File: config.mk
export PLATFORM = sky130hd
export DESIGN_NAME = wrc_fifo
export DESIGN_NICKNAME = d
export VERILOG_FILES = /design/src/design/wrc_pkg.sv /design/src/design/wrc_fifo.sv
export SDC_FILE = /design/constraint.sdc
export NUM_CORES = 1
export LEC_CHECK = 0
export BUFFER_PORTS_ARGS = -buffer_cell sky130_fd_sc_hd__buf_2
export CORE_AREA = 2 2 110 112
export CTS_CLUSTER_SIZE = 12
export DETAILED_ROUTE_END_ITERATION = 16
export DIE_AREA = 0 0 112 114
export PLACE_DENSITY = 0.88
export SKIP_CTS_REPAIR_TIMING = 1
export SLEW_MARGIN = 30
export SYNTH_ARGS = -nofsm -noshare
export SYNTH_HDL_FRONTEND = slang
export SYNTH_SLANG_ARGS = --single-unit
File: constraint.sdc
create_clock -name clk -period 10.31 [get_ports clk]
set_input_delay 1.5465 -clock clk [delete_from_list [all_inputs] [get_ports clk]]
set_output_delay 1.5465 -clock clk [all_outputs]
set_load 0.05 [all_outputs]
File: src/design/wrc_pkg.sv
package wrc_pkg;

    // Sizes
    localparam int MAX_DIMS    = 64;
    localparam int IDX_W       = 6;
    localparam int VL_W        = 7;
    localparam int COV_DEPTH   = MAX_DIMS * MAX_DIMS;
    localparam int COV_AW      = 2 * IDX_W;
    localparam int QUEUE_DEPTH = 2;

    // Shared multiplier operand widths (3 x 2 limbs of 32 bits)
    localparam int MUL_A_W = 96;
    localparam int MUL_B_W = 64;
    localparam int MUL_P_W = MUL_A_W + MUL_B_W;

    // Action codes
    localparam logic [1:0] ACT_ACCUM     = 2'd0;
    localparam logic [1:0] ACT_READ_MEAN = 2'd1;
    localparam logic [1:0] ACT_READ_COV  = 2'd2;
    localparam logic [1:0] ACT_CLEAR     = 2'd3;

    // Status codes
    localparam logic [1:0] ST_OK          = 2'd0;
    localparam logic [1:0] ST_BAD_INDEX   = 2'd1;
    localparam logic [1:0] ST_ZERO_WEIGHT = 2'd2;
    localparam logic [1:0] ST_ORDER       = 2'd3;

    // Command class decided by the front end
    typedef enum logic [2:0] {
        K_ACCUM     = 3'd0,
        K_READ_MEAN = 3'd1,
        K_READ_COV  = 3'd2,
        K_CLEAR     = 3'd3,
        K_BAD_INDEX = 3'd4
    } kind_t;

    typedef struct packed {
        logic [1:0]         action;
        logic signed [31:0] sample_value;
        logic [31:0]        weight;
        logic [IDX_W-1:0]   row_index;
        logic [IDX_W-1:0]   col_index;
        logic               last_element;
    } cmd_t;

    typedef struct packed {
        logic signed [63:0] read_value;
        logic [1:0]         status;
        logic               update_done;
    } result_t;

    typedef struct packed {
        kind_t              kind;
        logic signed [31:0] sample_value;
        logic [31:0]        weight;
        logic [IDX_W-1:0]   row_index;
        logic [IDX_W-1:0]   col_index;
        logic               last_element;
    } qcmd_t;

endpackage

File: src/design/wrc_fifo.sv
module wrc_fifo (
    input  logic           clk,
    input  logic           rst_n,
    input  logic           push,
    input  wrc_pkg::qcmd_t din,
    input  logic           pop,
    output wrc_pkg::qcmd_t dout,
    output logic           valid,
    output logic           full
);

    localparam int PTR_W = $clog2(wrc_pkg::QUEUE_DEPTH);

    wrc_pkg::qcmd_t   mem_reg [wrc_pkg::QUEUE_DEPTH];
    logic [PTR_W-1:0] wr_ptr_reg;
    logic [PTR_W-1:0] rd_ptr_reg;
    logic [PTR_W:0]   count_reg;

    // Pointers and fill count
    always_ff @(posedge clk or negedge rst_n)
    begin
        if (!rst_n)
        begin
            wr_ptr_reg <= '0;
            rd_ptr_reg <= '0;
            count_reg  <= '0;
        end
        else
        begin
            if (push)
            begin
                wr_ptr_reg <= wr_ptr_reg + 1'b1;
            end
            if (pop)
            begin
                rd_ptr_reg <= rd_ptr_reg + 1'b1;
            end
            if (push && !pop)
            begin
                count_reg <= count_reg + 1'b1;
            end
            else if (pop && !push)
            begin
                count_reg <= count_reg - 1'b1;
            end
        end
    end

    // Entry storage
    always_ff @(posedge clk)
    begin
        if (push)
        begin
            mem_reg[wr_ptr_reg] <= din;
        end
    end

    assign dout  = mem_reg[rd_ptr_reg];
    assign valid = (count_reg != '0);
    assign full  = (count_reg == (PTR_W+1)'(wrc_pkg::QUEUE_DEPTH));

endmodule

### After elaboration in Yosys (flattened, before gate mapping)

Memory sizes are Yosys's and may differ from the RTL's.
Cells that the tools add are included.
W data, S select, Z words.

| storage, ports and cells | value |
|---|---|
| output and inout bits | 82 |
| bits in writable memories | 160 |
| bits in registers | 4 |
| input port bits | 84 |
| memories kept | 1 |

| operators by class | value |
|---|---|
| $add $sub $neg | 4 |
| multiplexer cells | 4 |
| reductions and logical operators | 6 |
| equal/unequal tests | 1 |

Memories:

| memory | depth | width | rd ports | clocked after memory_dff | write ports | line | text |
|---|---|---|---|---|---|---|---|
| mem_reg | 2 | 80 | 1 | 0 | 1 | wrc_fifo.sv:14 | `wrc_pkg::qcmd_t mem_reg [wrc_pkg::QUEUE_DEPTH];` |

Operator list:

| cell | number |
|---|---|
| $mux W2 | 2 |
| $reduce_bool A2 Y1 | 2 |
| $add A1 B1 Y1 const B | 2 |
| $add A2 B1 Y2 const B | 1 |
| $eq A2 B2 Y1 const B | 1 |
| $logic_and A1 B1 Y1 | 2 |
| $logic_not A1 Y1 | 2 |
| $mux W1 | 2 |
| $sub A2 B1 Y2 const B | 1 |

### Logic depth before layout (Yosys ltp)

| depth | value |
|---|---|
| word-level depth | 4 |
| depth in mapped cells | 5 |
| depth with buffers taken out | 5 |

### Least setup slack after synthesis

No wires, ideal clock.

| path | value |
|---|---|
| path kind | input to register |
| from | in push |
| to | mem mem_reg[0][0] in the netlist's numbering (enable) |
| buffers on the path | 0 |
| data arrival time | 5044 ps |
| data required time | 9782 ps |
| path slack | 4737 ps |
| stages | 1 |
| path through | nor2b_1 |

| between the ends | value |
|---|---|
| word-level cells in the longest chain between the ends | 2 |

RTL lines:

| element | line | text |
|---|---|---|
| start: declaration | wrc_fifo.sv:4 | `input logic push,` |
| $mux W1 | wrc_fifo.sv:52 | `if (push)` |
| $mux W1 (implied by the code) | wrc_fifo.sv:54 | `mem_reg[wr_ptr_reg] <= din;` |
| end: declaration | wrc_fifo.sv:14 |  |

No other way between the ends.

==> impl_metrics.json <==
{
  "io_buffers": 165,
  "p_leak_nw": 3.20,
  "yosysSeqAreaShare_pct": 77.1,
  "rows": 40,
  "cp_max_fo": 53,
  "synthMuxAreaShare_pct": 18.8,
  "fin_tns_setup_ps": 0,
  "dp.cells": 571,
  "cts_max_level": 4,
  "synth_top_family_by_area": "multiplexers",
  "clock_sinks": 164,
  "avgSynthCellArea_um2": 24.0,
  "area_growth_syn_to_layout_pct": 23.0,
  "synthCells": 265,
  "core_area_um2": 11700,
  "cp_cell_sequence": "buf_6 > mux2_2 > buf_2",
  "via_per_inst": 5.05,
  "min_path_type": "reg -> reg",
  "grtUsageTotal_pct": 17.1,
  "hold_start": "count_reg[1]",
  "vias": 3048,
  "cts-root-buf": "clkbuf_16",
  "ff2ff_setup_slack_ps": 8190,
  "worstSetupEndpointType": "primary output",
  "grt_pass1_wl_um": 16400,
  "critPathRequiredTime_ps": 8760,
  "die_x_um": 112,
  "syn_area_um2": 6360,
  "synth-adder-area-share_pct": 0.197,
  "route.detailed.drc": 0,
  "ios": 166,
  "rr_worst_depth": 2,
  "slew_headroom_pct": 42.8,
  "cp_slowest_cell": "dfrtp_4",
  "worst_setup_path_start_kind": "flop",
  "hold_depth": 1,
  "grt_max_degree": 63,
  "antenna_found_initial": 0,
  "whs_ps": 507,
  "crit_type": "reg -> out",
  "cts_buffer_depth": 2,
  "ys_ff_latch": 164,
  "yosys.area_share.simple_pct": 0.452,
  "fp.dieH_um": 114,
  "crit_family": "buffers and inverters",
  "synth_xor_area_share_pct": 0.688,
  "clk_latency_ps": 410,
  "timing.rr.start": "wr_ptr_reg",
  "grt_pass1_vias": 3301,
  "gr-total-overflow": 0,
  "rsz0062_at_grt": "false",
  "power_density_nw_per_um2": 334,
  "fmax_mhz": 246,
  "synth.largest_area_cell": "edfxtp_1",
  "cp_num_buf_inv": 2,
  "setup-violations-final": 0,
  "fin_crit_sh_pct": 39.4,
  "final_cells": 603,
  "final_max_slew_viol_count": 0,
  "hpwl_um": 6740,
  "n_antenna_cell": 0,
  "drive_gt1_share_pct": 61.6,
  "synthesis.nets": 350,
  "dieArea_um2": 12800,
  "min_period_ps": 4060,
  "finalHoldViolations": 0,
  "fin_nets": 528,
  "yosys_warnings": 0,
  "cts_tree": "done",
  "wl_per_cell_um": 17.5,
  "clk_pin_slew_ps": 60,
  "worstMarginPinSlew_ps": 858,
  "drv_cap": 0,
  "dr.pass1.iters": 4,
  "worstPathArrival_ps": 2510,
  "drt_iter0_drc": 162,
  "fin_skew_ps": 5.72,
  "timing.rr.end": "mem_reg[0][16]",
  "start_util_pct": 54.3,
  "ant_nets": 0,
  "synthTopCellsByArea": "edfxtp_1 (76%), mux2_4 (19%), buf_12 (2.5%), dfrtp_1 (1.6%), xor2_1 (0.55%)",
  "status": "finished clean",
  "synth_compound_area_share_pct": 0,
  "synth_top_area_share_pct": 75.5,
  "place.gp.congestion": 0.692,
  "ir_drop_v": 0.000194,
  "fin_ws_ps": 6250,
  "holdPathEnd": "count_reg[1]",
  "finalWirelength_um": 10500,
  "ys_types": 14,
  "numCtsBuffers": 17,
  "max_stage_delay_ps": 780,
  "place_ws_ps": 6430,
  "largest_reg_flops": 160
}
[worst register-to-register path: cells and delay by family, from the launching register on]
family | cells | cell delay [ps]
AND/OR/NAND/NOR | 1 | 480
flip-flops | 1 | 430
buffers and inverters | 1 | 740
[cells by family (layout without fill, tap and decap cells)]
family,count (synthesis),in the layout
fa+ha+maj,1,1
mux,80,80
buf+inv,10,201
xor+xnor,5,5
simple gates,5,5
flops,164,164
[cell type report]
type                       instances  area (um2)
clock inverter                    10         108
clock buffer                      22         464
fill                             802        3890
inverter                           1        3.75
tap                              147         184
sequential                       164        4910
timing repair buffer             168         865
multi-input combinational         91        1290
[layer usage]
metal / global-route usage (%) / part of all wire (%) / up-vias
met3: 5.84 / 6.5 / 23
li1: - / - / 1409
met5: 0 / 0 / -
met1: 19.9 / 41 / 1502
met4: 8.05 / 2.2 / 0
met2: 28.6 / 51 / 114
[power by group]
part	switching [mW]	total (mW)	leakage [nW]	internal, mW
logic	0.717	1.06	1.37	0.344
registers	0.0671	0.954	1.55	0.887
clock network	0.232	0.599	0.276	0.367
[cells in the mapped netlist]
cell type / number
and2_1: 1
nor2b_1: 2
or2_2: 1
nor2_1: 1
buf_6: 1
inv_1: 1
ha_1: 1
dfrtp_1: 4
xor2_1: 4
xnor2_1: 1
buf_12: 8
mux2_4: 79
mux2_2: 1
edfxtp_1: 160
[cells in the final DEF, fill, tap and decap left out, types with 2 or more instances in the layout]
master,n
buf_2,165
bufinv_16,2
clkbuf_1,3
clkbuf_16,17
clkbuf_8,2
clkinv_2,5
clkinvlp_4,3
dfrtp_1,3
edfxtp_1,160
mux2_4,79
xor2_1,4
[per-stage QoR]
step / total power, mW / utilization [%] / area (um2)
finish: 2.61 / 66.8 / 7830
detailed placement: 2.04 / 61.9 / 7250
floorplan: 1.90 / - / 6360
CTS: 2.64 / 66.8 / 7820
global placement: 2.02 / 61.7 / 7230
global route: 2.71 / 66.8 / 7830
[worst max path at each step]
| stage | from | to | slack, ps | cells past startpoint |
|---|---|---|---|---|
| CTS | rd_ptr_reg | dout[62] | 5980 | 3 |
| detailed placement | rd_ptr_reg | dout[62] | 6430 | 3 |
| global route | rd_ptr_reg | dout[62] | 6150 | 3 |
| finish | rd_ptr_reg | dout[62] | 6250 | 3 |
| global placement | rd_ptr_reg | dout[62] | 6460 | 3 |
| floorplan | push | mem_reg[0][0] | 4740 | 1 |
(Power assumes the default switching activity.)
