`config.mk`:
```
export PLATFORM = sky130hd
export DESIGN_NAME = wrc_front
export DESIGN_NICKNAME = d
export VERILOG_FILES = /design/src/design/wrc_pkg.sv /design/src/design/wrc_front.sv
export SDC_FILE = /design/constraint.sdc
export NUM_CORES = 1
export LEC_CHECK = 0
export ABC_AREA = 0
export ABC_CLOCK_PERIOD_IN_PS = 2040
export BUFFER_PORTS_ARGS = -buffer_cell sky130_fd_sc_hd__clkbuf_2
export CORE_ASPECT_RATIO = 0.7
export CORE_MARGIN = 4
export CORE_UTILIZATION = 32
export CTS_BUF_LIST = sky130_fd_sc_hd__clkbuf_2 sky130_fd_sc_hd__clkbuf_4 sky130_fd_sc_hd__clkbuf_8
export CTS_CLUSTER_SIZE = 20
export DETAILED_ROUTE_END_ITERATION = 7
export MAX_ROUTING_LAYER = met4
export PLACE_DENSITY = 0.95
export SETUP_SLACK_MARGIN = 0.02
export SYNTH_ARGS = -nofsm -noshare
export SYNTH_HDL_FRONTEND = slang
export SYNTH_SLANG_ARGS = --single-unit
```
`constraint.sdc`:
```
create_clock -name clk -period 2.04 [get_ports clk]
set_input_delay 0.408 -clock clk [delete_from_list [all_inputs] [get_ports clk]]
set_output_delay 0.408 -clock clk [all_outputs]
set_load 0.1 [all_outputs]
```
`src/design/wrc_pkg.sv`:
```
package wrc_pkg;

    // Sizes
    localparam int MAX_DIMS    = 64;
    localparam int IDX_W       = 6;
    localparam int VL_W        = 7;
    localparam int COV_DEPTH   = MAX_DIMS * MAX_DIMS;
    localparam int COV_AW      = 2 * IDX_W;
    localparam int QUEUE_DEPTH = 2;

    // Shared multiplier operand widths (3 x 2 limbs of 32 bits)
    localparam int MUL_A_W = 96;
    localparam int MUL_B_W = 64;
    localparam int MUL_P_W = MUL_A_W + MUL_B_W;

    // Action codes
    localparam logic [1:0] ACT_ACCUM     = 2'd0;
    localparam logic [1:0] ACT_READ_MEAN = 2'd1;
    localparam logic [1:0] ACT_READ_COV  = 2'd2;
    localparam logic [1:0] ACT_CLEAR     = 2'd3;

    // Status codes
    localparam logic [1:0] ST_OK          = 2'd0;
    localparam logic [1:0] ST_BAD_INDEX   = 2'd1;
    localparam logic [1:0] ST_ZERO_WEIGHT = 2'd2;
    localparam logic [1:0] ST_ORDER       = 2'd3;

    // Command class decided by the front end
    typedef enum logic [2:0] {
        K_ACCUM     = 3'd0,
        K_READ_MEAN = 3'd1,
        K_READ_COV  = 3'd2,
        K_CLEAR     = 3'd3,
        K_BAD_INDEX = 3'd4
    } kind_t;

    typedef struct packed {
        logic [1:0]         action;
        logic signed [31:0] sample_value;
        logic [31:0]        weight;
        logic [IDX_W-1:0]   row_index;
        logic [IDX_W-1:0]   col_index;
        logic               last_element;
    } cmd_t;

    typedef struct packed {
        logic signed [63:0] read_value;
        logic [1:0]         status;
        logic               update_done;
    } result_t;

    typedef struct packed {
        kind_t              kind;
        logic signed [31:0] sample_value;
        logic [31:0]        weight;
        logic [IDX_W-1:0]   row_index;
        logic [IDX_W-1:0]   col_index;
        logic               last_element;
    } qcmd_t;

endpackage

```
`src/design/wrc_front.sv`:
```
module wrc_front (
    input  logic                      clk,
    input  logic                      rst_n,
    input  logic                      start,
    output logic                      busy,
    input  wrc_pkg::cmd_t             cmd,
    input  logic                      cfg_we,
    input  logic [wrc_pkg::VL_W-1:0]  cfg_data,
    input  logic                      q_full,
    input  logic                      clearing,
    output logic                      push,
    output wrc_pkg::qcmd_t            qcmd,
    output logic [wrc_pkg::VL_W-1:0]  vector_length
);

    logic [wrc_pkg::VL_W-1:0] vl_reg;
    logic [wrc_pkg::VL_W-1:0] vl_next;
    logic [wrc_pkg::VL_W-1:0] row_ext;
    logic [wrc_pkg::VL_W-1:0] col_ext;
    wrc_pkg::kind_t           kind;

    // Vector length register, clamped to 1..MAX_DIMS
    always_comb
    begin
        if (cfg_data == '0)
        begin
            vl_next = wrc_pkg::VL_W'(1);
        end
        else if (cfg_data > wrc_pkg::VL_W'(wrc_pkg::MAX_DIMS))
        begin
            vl_next = wrc_pkg::VL_W'(wrc_pkg::MAX_DIMS);
        end
        else
        begin
            vl_next = cfg_data;
        end
    end

    always_ff @(posedge clk or negedge rst_n)
    begin
        if (!rst_n)
        begin
            vl_reg <= wrc_pkg::VL_W'(1);
        end
        else if (cfg_we)
        begin
            vl_reg <= vl_next;
        end
    end

    // Classify the incoming transaction and check its indexes
    always_comb
    begin
        row_ext = {1'b0, cmd.row_index};
        col_ext = {1'b0, cmd.col_index};
        case (cmd.action)
            wrc_pkg::ACT_ACCUM:
                kind = (row_ext < vl_reg) ? wrc_pkg::K_ACCUM : wrc_pkg::K_BAD_INDEX;
            wrc_pkg::ACT_READ_MEAN:
                kind = (row_ext < vl_reg) ? wrc_pkg::K_READ_MEAN : wrc_pkg::K_BAD_INDEX;
            wrc_pkg::ACT_READ_COV:
                kind = (row_ext <= col_ext && col_ext < vl_reg) ?
                       wrc_pkg::K_READ_COV : wrc_pkg::K_BAD_INDEX;
            default:
                kind = wrc_pkg::K_CLEAR;
        endcase
    end

    assign busy              = q_full || clearing;
    assign push              = start && !busy;
    assign qcmd.kind         = kind;
    assign qcmd.sample_value = cmd.sample_value;
    assign qcmd.weight       = cmd.weight;
    assign qcmd.row_index    = cmd.row_index;
    assign qcmd.col_index    = cmd.col_index;
    assign qcmd.last_element = cmd.last_element;
    assign vector_length     = vl_reg;

endmodule

```
# Yosys cells after proc, flatten, opt, wreduce, memory -nomap -nowiden
# Cells that the tools add are included.
# op_classes
n_lt_le_gt_ge,4
eq_ne,2
muxes,6
n_reduce_logical,6
# ops
cell,count
< comparator 6 x 7 -> 1 bit,2
two-way mux 7 bit,2
two-way mux 3 bit,3
one-hot mux 3 bit (3 select lines),1
greater-than comparator 7 bit (second input constant),1
zero test 7 bit,1
less-or-equal comparator 6 bit,1
== test 2 x 1 -> 1 bit (second input constant),1
== test 2 bit (second input constant),1
logical AND 1 bit,2
zero test 2 bit,1
zero test 1 bit,1
logical OR 1 bit,1
# word_totals
regBits,7
input_bits,92
wordCells,19

# Depth between registers and ports, before layout
# depth
word_depth,4
ltp_mapped,7
mapped_depth_nobuf,7

# Worst setup path after synthesis
# Ideal clock, no wire load.
# synth_path
kind,reg2out
from,"register vl_reg, in the netlist vector_length[2]"
to,output port qcmd[79] (netlist name)
arrival_time_ns,3.940
slack_ns,-2.308
path_stages_with_launch,8
path_buffers,0
cell_sequence,dfrtp_1 > inv_1 > ha_1 > a21o_1 > a31oi_1 > o21ai_0 > a22oi_2 > o21ai_0
# synth_lines
element,line_no,text
from (decl),wrc_front.sv:16,logic [wrc_pkg::VL_W-1:0] vl_reg;
from (signal assigned),wrc_front.sv:43,vl_reg <= wrc_pkg::VL_W'(1);
from (signal assigned),wrc_front.sv:47,vl_reg <= vl_next;
to (decl),wrc_front.sv:12,"output wrc_pkg::qcmd_t qcmd,"

==> metrics.yaml <==
fp.dieArea_um2: 5170
antenna_found_initial: 0
power.total_w: 0.000919
max_slew_margin_pct: 63.6
critical_path_class: "reg2out"
remaining_drc_errors: 0
dr.first_iter.drc_count: 24
finalSetupViolCount: 3
antennaDiodeCount: 0
grt_util_all_layers_pct: 11.7
hold_viol: 0
yosys.area_share.adder_pct: 15.4
rsz0062_at_grt: "true"
fill_cells: 417
fin_area_um2: 1420
dpl.hpwl_um: 2680
yosysSeqAreaShare_pct: 13.6
setup.worst_path.end_class: "primary output"
ys_async_sr_fraction_pct: 100
grt.overflow.total: 0
yosysWarnings: 0
synth_edf_count: 0
synth_top_family_by_area: "buffers and inverters"
drt_first_pass_iters: 5
critPathTopFamily: "compound AO/OA/AOI/OAI gates"
syn-cell-area_um2: 1300
fin_cells: 211
required_ns: 1.63
finalCriticalPeriod_ns: 2.36
die_w_um: 84.2
routabilityCongestion: 0.906
fmax_ghz: 0.423
area_growth_syn_to_layout_pct: 9.33
crit_buf_inv: 2
vdd_ir_drop_max_v: 0.000249
port_buffers: 50
synth-compound-area-share_pct: 11.3
cp_slowest_stage_delay_ns: 0.49
synth_nets: 269
wl_um: 3030
p_int_w: 0.000480
synth-seq-cells: 7
ctsHoldBuffers: 0
maxSlewViolCount: 0
cts_buffers: 3
cap_viol_max_count: 0
synth_simple_gate_area_share_pct: 9.04
core_region_area_um2: 3920
first_global_vias: 940
synth_top_area_share_pct: 44.4
cts_buffer_depth: 2
slowest_stage: "dfrtp_4"
start_util_pct: 33.2
largest_reg_flops: 7
clock-root-buffer: "clkbuf_8"
nets: 268
r2r-start: "vector_length[4]"
worstMarginPinSlew_ns: 0.549
via_per_inst: 4.62
ys.flop_type: "dfrtp_1"
worstPathMaxFanout: 3
hold_path_class: "in2async"
grt_max_degree: 13
fin_crit_sh_pct: 116
rows: 19
grt_util_met1_pct: 11.7
ant_nets: 0
synth_cells: 161
timing.setup.tns_ns: -0.891
arrival_ns: 1.96
swShare_pct: 47.8
grt-busiest-layer: "met2"
clock_power_share_pct: 22.4
setup_ws_ns: -0.323
vias: 974
yosys.area_share.xor_xnor_pct: 0
r2r_slack_ns: 1.09
worstSkewPairLatency_ns: 0.22
outcome: "finished, violations left"
crit_path_start_kind: "flip-flop"
wl_per_cell_um: 14.4
synth_top_cells_by_count: "buf_4, ha_1, inv_1"
reg2reg_to: "vector_length[4]"
numClockSinks: 7
met3_usage_pct: 8.02
synth_most_common_cell: "buf_4"
avgSynthCellArea_um2: 8.08
placed_area_um2: 1340
power.share.sequential_pct: 18.3
cp_cell_sequence: "inv_6, ha_4, a21o_1, a21oi_1, o21ai_1, a22oi_2, and2_4, buf_12"
whs_ns: 0.0148
grt.met2_usage_pct: 18.2
r2r_cells: 4
clock-skew-final_ns: 0
synthMuxAreaShare_pct: 1.73
drive_above_1_share_pct: 64.2
dp.cells: 205
grt_pass1_wl_um: 4490
htree_levels: 1
fp.dieH_um: 61.4
p_switching_w: 0.000439
cts_tree: "yes"
ys_top_cells_by_area: "buf_4, ha_1, dfrtp_1, inv_1, o21ai_0"
yosys.area.top_type: "buf_4"
netlist-cell-type-count: 24
p_leak_nw: 0.736
violations: "setup timing"
clkTransAtPathRegs_ns: 0.04
ios: 181
power_density_nw_per_um2: 646
pwr-share-comb_pct: 59.3
area by class of cell:
type,instances,area [µm²],area share (%)
Multi-Input combinational cell,61,574,40.4
Timing Repair Buffer,72,475,33.4
Sequential cell,7,195,13.7
Tap cell,52,65.1,4.57
Inverter,15,63.8,4.49
Clock buffer,4,48.8,3.43
power by group through the flow:
| stage | Clock, W | Combinational [W] | Sequential, W |
|---|---|---|---|
| finish | 0.000206 | 0.000545 | 0.000168 |
| global route | 0.000220 | 0.000577 | 0.000170 |
| CTS | 0.000211 | 0.000549 | 0.000168 |
| detailed placement | 0 | 0.000536 | 0.000170 |
| global placement | 0 | 0.000524 | 0.000169 |
| floorplan | 0 | 0.000897 | 0.000257 |
per-stage QoR:
| stage | setup slack (ns) | util (%) |
|---|---|---|
| floorplan | -0.265 | - |
| global placement | -0.311 | 34.1 |
| detailed placement | -0.348 | 34.1 |
| CTS | -0.343 | 36.3 |
| global route | -0.452 | 36.3 |
| finish | -0.323 | 36.3 |
layout by cell type (no fill, tap or decap), types with 4 or more instances in the layout:
cell type / synthesis / final
nand3b_1: 5 / 5
clkbuf_2: 0 / 46
dfrtp_4: 0 / 5
ha_1: 16 / 12
inv_1: 15 / 12
buf_4: 77 / 22
ha_4: 0 / 4
o21ai_0: 9 / 5
a21o_1: 4 / 4
buf_12: 0 / 4
worst reg2reg max path, cell delays in order, from the launching register on:
cell     delay [ns]
dfrtp_4        0.49
inv_6          0.09
buf_4          0.10
buf_4          0.08
o21ai_0        0.07
worst max-delay path by stage:
| stage | slack (ns) | to | from | depth (start not counted) |
|---|---|---|---|---|
| floorplan | -0.26 | qcmd[79] | vector_length[2] | 7 |
| global placement | -0.31 | qcmd[78] | cmd[5] | 9 |
| detailed placement | -0.35 | qcmd[78] | cmd[5] | 9 |
| CTS | -0.34 | qcmd[78] | vector_length[2] | 8 |
| global route | -0.45 | qcmd[78] | vector_length[2] | 8 |
| finish | -0.32 | qcmd[78] | vector_length[4] | 8 |
metal layers:
metal,share of wire [%],vias up,wire length [µm]
li1,-,448,-
met1,38,440,1170
met2,45,78,1360
met3,15,8,464
met4,1.3,0,38
met5,0,-,0
what timing repair did:
action                     4_1_cts  5_1_grt
setup endpoints to repair        3        3
setup buffers                    2        0
pin swaps                        3        0
resized for setup                4        0
cells by family (layout without fill, tap and decap cells):
group | after synthesis | count (layout)
flops | 7 | 7
mux | 2 | 2
simple gates | 20 | 20
buf+inv | 93 | 91
compound gates | 23 | 23
fa+ha+maj | 16 | 16
Note: power is estimated with default switching activity, not from simulation.
